### src/hw/rtl/pgg_pkg.sv
// ---------------------------------------------------------------------------
// pgg_pkg
// Types and constants shared by the grid gravity step block.
// ---------------------------------------------------------------------------
package pgg_pkg;

    localparam int MAX_SIDE   = 64;
    localparam int SIDE_W     = $clog2(MAX_SIDE);
    localparam int CELL_W     = 2 * SIDE_W;
    localparam int CELLS      = MAX_SIDE * MAX_SIDE;
    localparam int MASS_W     = 48;
    localparam int SUM_W      = 64;
    localparam int CMD_W      = 2;
    localparam int CFG_IDX_W  = 2;

    localparam logic [CMD_W-1:0] CMD_DEPOSIT = 2'd0;
    localparam logic [CMD_W-1:0] CMD_ADVANCE = 2'd1;
    localparam logic [CMD_W-1:0] CMD_COMMIT  = 2'd2;

    localparam logic [CFG_IDX_W-1:0] REG_GRID_SIDE  = 2'd0;
    localparam logic [CFG_IDX_W-1:0] REG_GRAV_CONST = 2'd1;
    localparam logic [CFG_IDX_W-1:0] REG_MIN_DIST   = 2'd2;

    typedef struct packed {
        logic [1:0]         command;
        logic [31:0]        pos_x;
        logic [31:0]        pos_y;
        logic signed [31:0] vel_x;
        logic signed [31:0] vel_y;
        logic [31:0]        mass;
    } in_item_t;

    typedef struct packed {
        logic [31:0]        new_pos_x;
        logic [31:0]        new_pos_y;
        logic signed [31:0] new_vel_x;
        logic signed [31:0] new_vel_y;
        logic               cell_moved;
        logic               saturated;
    } out_item_t;

    // divider control and status
    typedef struct packed {
        logic        start;
        logic [63:0] num;
        logic [63:0] den;
    } div_req_t;

    typedef struct packed {
        logic        done;
        logic [63:0] quot;
    } div_rsp_t;

endpackage

### src/hw/rtl/pgg_divider.sv
// ---------------------------------------------------------------------------
// pgg_divider
// Radix-2 restoring divider, 64 by 64 bits, one quotient bit per cycle.
// ---------------------------------------------------------------------------
module pgg_divider
(
    input  logic                clk,
    input  logic                rst_n,
    input  pgg_pkg::div_req_t   req,
    output pgg_pkg::div_rsp_t   rsp
);

    logic        busy_reg;
    logic        busy_next;
    logic [6:0]  count_reg;
    logic [6:0]  count_next;
    logic [63:0] quot_reg;
    logic [63:0] quot_next;
    logic [64:0] rem_reg;
    logic [64:0] rem_next;
    logic [63:0] den_reg;
    logic [63:0] den_next;
    logic        done_reg;
    logic        done_next;
    logic [64:0] trial;

    always_comb
    begin
        busy_next  = busy_reg;
        count_next = count_reg;
        quot_next  = quot_reg;
        rem_next   = rem_reg;
        den_next   = den_reg;
        done_next  = 1'b0;
        trial      = {rem_reg[63:0], quot_reg[63]};
        if (req.start)
        begin
            busy_next  = 1'b1;
            count_next = 7'd0;
            quot_next  = req.num;
            rem_next   = 65'd0;
            den_next   = req.den;
        end
        else if (busy_reg)
        begin
            if (trial >= {1'b0, den_reg})
            begin
                rem_next  = trial - {1'b0, den_reg};
                quot_next = {quot_reg[62:0], 1'b1};
            end
            else
            begin
                rem_next  = trial;
                quot_next = {quot_reg[62:0], 1'b0};
            end
            count_next = count_reg + 7'd1;
            if (count_reg == 7'd63)
            begin
                busy_next = 1'b0;
                done_next = 1'b1;
            end
        end
    end

    always_ff @(posedge clk or negedge rst_n)
    begin
        if (!rst_n)
        begin
            busy_reg  <= 1'b0;
            done_reg  <= 1'b0;
            count_reg <= 7'd0;
        end
        else
        begin
            busy_reg  <= busy_next;
            done_reg  <= done_next;
            count_reg <= count_next;
        end
    end

    always_ff @(posedge clk)
    begin
        quot_reg <= quot_next;
        rem_reg  <= rem_next;
        den_reg  <= den_next;
    end

    assign rsp.done = done_reg;
    assign rsp.quot = quot_reg;

    ap_done_after_busy: assert property (@(posedge clk) disable iff (!rst_n)
        done_reg |-> $past(busy_reg))
        else $error("divider done without a run");
    ap_count_bound: assert property (@(posedge clk) disable iff (!rst_n)
        busy_reg |-> count_reg < 7'd64)
        else $error("divider count overrun");
    ap_done_clears: assert property (@(posedge clk) disable iff (!rst_n)
        done_reg |-> !busy_reg)
        else $error("divider busy while done");

endmodule

### config.mk
export PLATFORM = sky130hd
export DESIGN_NAME = pgg_divider
export DESIGN_NICKNAME = d
export VERILOG_FILES = /design/src/hw/rtl/pgg_pkg.sv /design/src/hw/rtl/pgg_divider.sv
export SDC_FILE = /design/constraint.sdc
export NUM_CORES = 1
export LEC_CHECK = 0
export ABC_AREA = 1
export ABC_CLOCK_PERIOD_IN_PS = 6450
export BUFFER_PORTS_ARGS = -buffer_cell sky130_fd_sc_hd__buf_2
export CAP_MARGIN = 0
export CORE_ASPECT_RATIO = 0.9
export CORE_UTILIZATION = 36
export DETAILED_ROUTE_END_ITERATION = 10
export GPL_TIMING_DRIVEN = 0
export PLACE_DENSITY = 0.5
export SLEW_MARGIN = 30
export SYNTH_ARGS = -nofsm -noshare
export SYNTH_HDL_FRONTEND = slang
export SYNTH_SLANG_ARGS = --single-unit
### constraint.sdc
create_clock -name clk -period 6.45 [get_ports clk]
set_input_delay 0.9675 -clock clk [delete_from_list [all_inputs] [get_ports clk]]
set_output_delay 0.9675 -clock clk [all_outputs]
set_load 0.02 [all_outputs]
# After elaboration in Yosys (flattened, before gate mapping)
# Cells that the tools add are included.
# totals
regBits	201
input_bits	131
wordCells	23
# op_classes
addsub	2
magnitude_cmp	1
n_eq_ne	1
n_mux	12
n_reduce_logical	1
# ops
cell	count
$mux 64	3
$ge 65x64->1	1
$sub 64x64->64	1
$mux 7	2
$add 7x1->7 const B	1
$eq 7x6->1 const B	1
$mux 1	7
$reduce_bool 2->1	1

# Logic depth before layout (Yosys ltp)
# logic_depth
ltp_word	4
mapped_depth	19
mapped_depth_nobuf	18

# Least setup slack after synthesis
# No wires, ideal clock.
# synth_timing
kind	input -> register
from	input port req[128] (netlist bit)
to	register quot_reg[0], enable pin
setup_time_ns	0.454
t_arrival_ns	3.359
path_slack_ns	2.637
cell_stages	4
n_path_buf	2
path_cell_list	clkbuf_1 -> nor2_1 -> clkinv_1 -> clkbuf_1
# synth_via
elab_chain_len	1
# synth_lines
item	line_no	source
start, declared	pgg_divider.sv:9	input pgg_pkg::div_req_t req,
$reduce_bool 2->1 (no line)	n/a	
end signal, assigned	pgg_divider.sv:83	quot_reg <= quot_next;
end, declared	pgg_divider.sv:17	logic [63:0] quot_reg;
# No other way between the ends.
# A chain may end at the register's enable or synchronous reset.

==> flow_metrics.py <==
metrics = {
    "run_status": {
        "status": "finished, final reports clean",
    },
    "logic_synthesis": {
        "syn_area_per_cell_um2": 6.657,
        "synthArstFlopShare_pct": 4.478,
        "synthAdderAreaFrac_pct": 5.758,
        "synth-seq-cells": 201,
        "yosysWarnings": 0,
        "synth-xor-area-share_pct": 1.876,
        "synth_edf_count": 128,
        "syn_inst": 2174,
        "synth_ff_type": "edfxtp_1",
        "synth_top_family_by_area": "simple AND/OR/NAND/NOR gates",
        "ys_types": 43,
        "synth_compound_area_share_pct": 4.314,
        "synth.top_cell.area_share_pct": 26.56,
        "synth_fp_nets": 2371,
        "synth_simple_gate_area_share_pct": 37.81,
        "ys_seq_area_share_pct": 36.97,
        "syn_area_um2": 14470,
        "synthTopCellsByArea": "edfxtp_1 27%, nand2_1 23%, inv_1 11%",
        "synthMuxAreaShare_pct": 0,
        "yosys.area.top_type": "edfxtp_1",
    },
    "die": {
        "num_rows": 69,
        "start_util_pct": 36.60,
        "core_um2": 39540,
        "die_h_um": 192.2,
        "die_w_um": 213.4,
        "ioPinCount": 196,
        "die_area_um2": 41010,
    },
    "route": {
        "firstDrtPassIters": 7,
        "avgRoutedWirePerCell_um": 16.47,
        "antenna_left": 0,
        "num_vias": 13740,
        "via_per_inst": 4.665,
        "drtIter0Drc": 959,
        "drcViolationCount": 0,
        "wl_um": 48500,
    },
    "sta": {
        "slew_headroom_pct": 40.50,
        "setup_viol": 0,
        "report.final.hold_viol_count": 0,
        "slew_violations": 0,
        "worst_pin_slew_ns": 0.8925,
        "rsz0062_at_grt": "no",
        "fmax_ghz": 0.3114,
        "min_period_ns": 3.212,
        "worst_clock_skew_ns": 0.02335,
        "setup_slack_ns": 3.239,
        "period_share_pct": 49.79,
    },
    "power_and_ir_drop": {
        "ir_drop_mv": 0.1780,
        "power_mw": 3.378,
        "p_leak_nw": 9.382,
        "power.density_nw_per_um2": 199.5,
    },
    "clock_tree": {
        "cts_resized": 0,
        "cts_max_path_buffers": 3,
        "htree_levels": 1,
        "clkLatencyLatePin_ns": 0.56,
        "clock-sinks": 201,
        "clkSlewWorstSetupHoldPaths_ns": 0.06,
        "clock-root-buffer": "clkbuf_16",
        "cts_tree": "done",
        "cts_setup_buffers": 0,
        "cts-buffers-inserted": 23,
        "ctsHoldBuffers": 0,
    },
    "final_layout": {
        "layout_commonest_cell": "nand2_1",
        "num-nets-final": 2593,
        "stdcell_area_um2": 16930,
        "final_cell_mix": "902 x nand2_1, 425 x inv_1, 203 x buf_2",
        "diodes": 0,
        "synthToLayoutAreaGrowth_pct": 16.97,
        "layout-drive-gt1-share_pct": 13.55,
    },
    "placement": {
        "io_buffers": 195,
        "hpwl_um": 40180,
        "dpl_cell_area_um2": 16170,
        "place_ws_ns": 2.740,
        "globalplace.congestion": 0.9997,
    },
    "min_path": {
        "hold_class": "in -> async",
    },
    "worst_setup_path": {
        "critPathLaunchType": "input port",
        "cpMaxStageDelayCell": "clkbuf_1",
        "path_cells": "buf_4 -> clkbuf_1 -> nor2_1 -> clkbuf_1 -> clkbuf_1 -> nand3_1 -> nand2_1",
        "crit_path_frequent_cell": "clkbuf_1",
        "cp.required_ns": 6.93,
        "cp-end-kind": "flip-flop",
        "slowest_delay_ns": 0.74,
        "cp.arrival_ns": 3.70,
        "worstPathMaxFanout": 32,
        "path_class": "in -> reg",
    },
    "grt": {
        "grt_pass1_wl_um": 74110,
        "grt_overflow": 0,
        "grt_usage_pct": 23.96,
        "grt_pass1_vias": 13000,
        "antenna_found_initial": 2,
        "grt_start_max_net_pins": 47,
    },
    "job": {
        "max_cap_viol_count": 0,
    },
}
## final cells by class
type / instances / area (µm²)
Buffer: 49 / 304.0
Multi-Input combinational cell: 1492 / 7201
Tap cell: 532 / 665.6
Inverter: 432 / 1622
Fill cell: 4394 / 22610
Clock buffer: 34 / 678.2
Timing Repair Buffer: 197 / 1026
Sequential cell: 201 / 5350
Clock inverter: 8 / 82.58
## kinds of logic (layout without fill, tap and decap cells)
| family | count (synthesis) | after routing |
|---|---|---|
| xor gates and xnor gates | 31 | 31 |
| buffers and inverters | 481 | 720 |
| adders and majority gates | 66 | 66 |
| AOI/OAI and AO/OA | 114 | 114 |
| and+or+nand+nor | 1281 | 1281 |
| DFF | 201 | 201 |
## layer usage
metal	wire [µm]	global-route usage (%)	up-vias
met5	11	0	-
met4	920	4.835	2
met3	3109	4.022	49
met2	20340	36.96	376
met1	24120	34.85	6204
li1	-	-	7107
## synth_stat cells, types with 2 or more instances
| master | count |
|---|---|
| nor2_4 | 10 |
| clkbuf_1 | 24 |
| nand4_1 | 18 |
| dfrtp_1 | 9 |
| o21ai_1 | 17 |
| and2_1 | 4 |
| dfxtp_1 | 64 |
| ha_1 | 65 |
| edfxtp_1 | 128 |
| inv_2 | 5 |
| clkinv_1 | 2 |
| nor4_1 | 3 |
| a21o_1 | 2 |
| a21oi_2 | 2 |
| xor2_1 | 3 |
| nand2_2 | 20 |
| nand3_2 | 14 |
| o21ai_0 | 28 |
| buf_4 | 3 |
| xnor2_1 | 28 |
| buf_2 | 9 |
| nor3_1 | 14 |
| nor2_1 | 104 |
| nand2_1 | 902 |
| inv_1 | 425 |
| buf_6 | 11 |
| nand3_1 | 141 |
| nand3b_1 | 33 |
| a21oi_1 | 53 |
| o21bai_1 | 8 |
| nand2_4 | 4 |
| nor2_2 | 10 |
## report_power, final
group	internal, mW	switching [mW]
clock network	0.773	0.553
logic	0.189	0.368
registers	1.46	0.0375
total	2.42	0.958
## critical path: cells and delay by family
family	cells	cell delay, ns
and+or+nand+nor	3	0.84
buffers and inverters	4	1.83
## path summary, 6_finish.rpt
kind,start,end,slack [ns],cells past startpoint
max,req[128],rem_reg[32]$_SDFFE_PP0P_,3.24,7
min,rst_n,busy_reg$_DFF_PN0_,0.26,1
max reg2reg,quot_reg[63]$_DFFE_PP_,rem_reg[34]$_SDFFE_PP0P_,3.54,17
min reg2reg,rem_reg[29]$_SDFFE_PP0P_,rem_reg[29]$_SDFFE_PP0P_,0.47,2
max in group asynchronous,rst_n,count_reg[5]$_DFFE_PN0P_,6.00,1
min in group clk,rem_reg[29]$_SDFFE_PP0P_,rem_reg[29]$_SDFFE_PP0P_,0.47,2
## stage by stage
| step | setup TNS (ns) | instances | hold WS (ns) | util, % |
|---|---|---|---|---|
| after global placement | -21.22 | 2901 | 0.4573 | 40.75 |
| after CTS | 0 | 2945 | 0.2373 | 42.81 |
| after global routing | 0 | 2945 | 0.2567 | 42.81 |
| after detailed placement | 0 | 2903 | 0.4586 | 40.89 |
| final | 0 | 2945 | 0.2627 | 42.81 |
| after floorplan | 0 | 2174 | 0.4428 | - |
(Power assumes the default switching activity.)
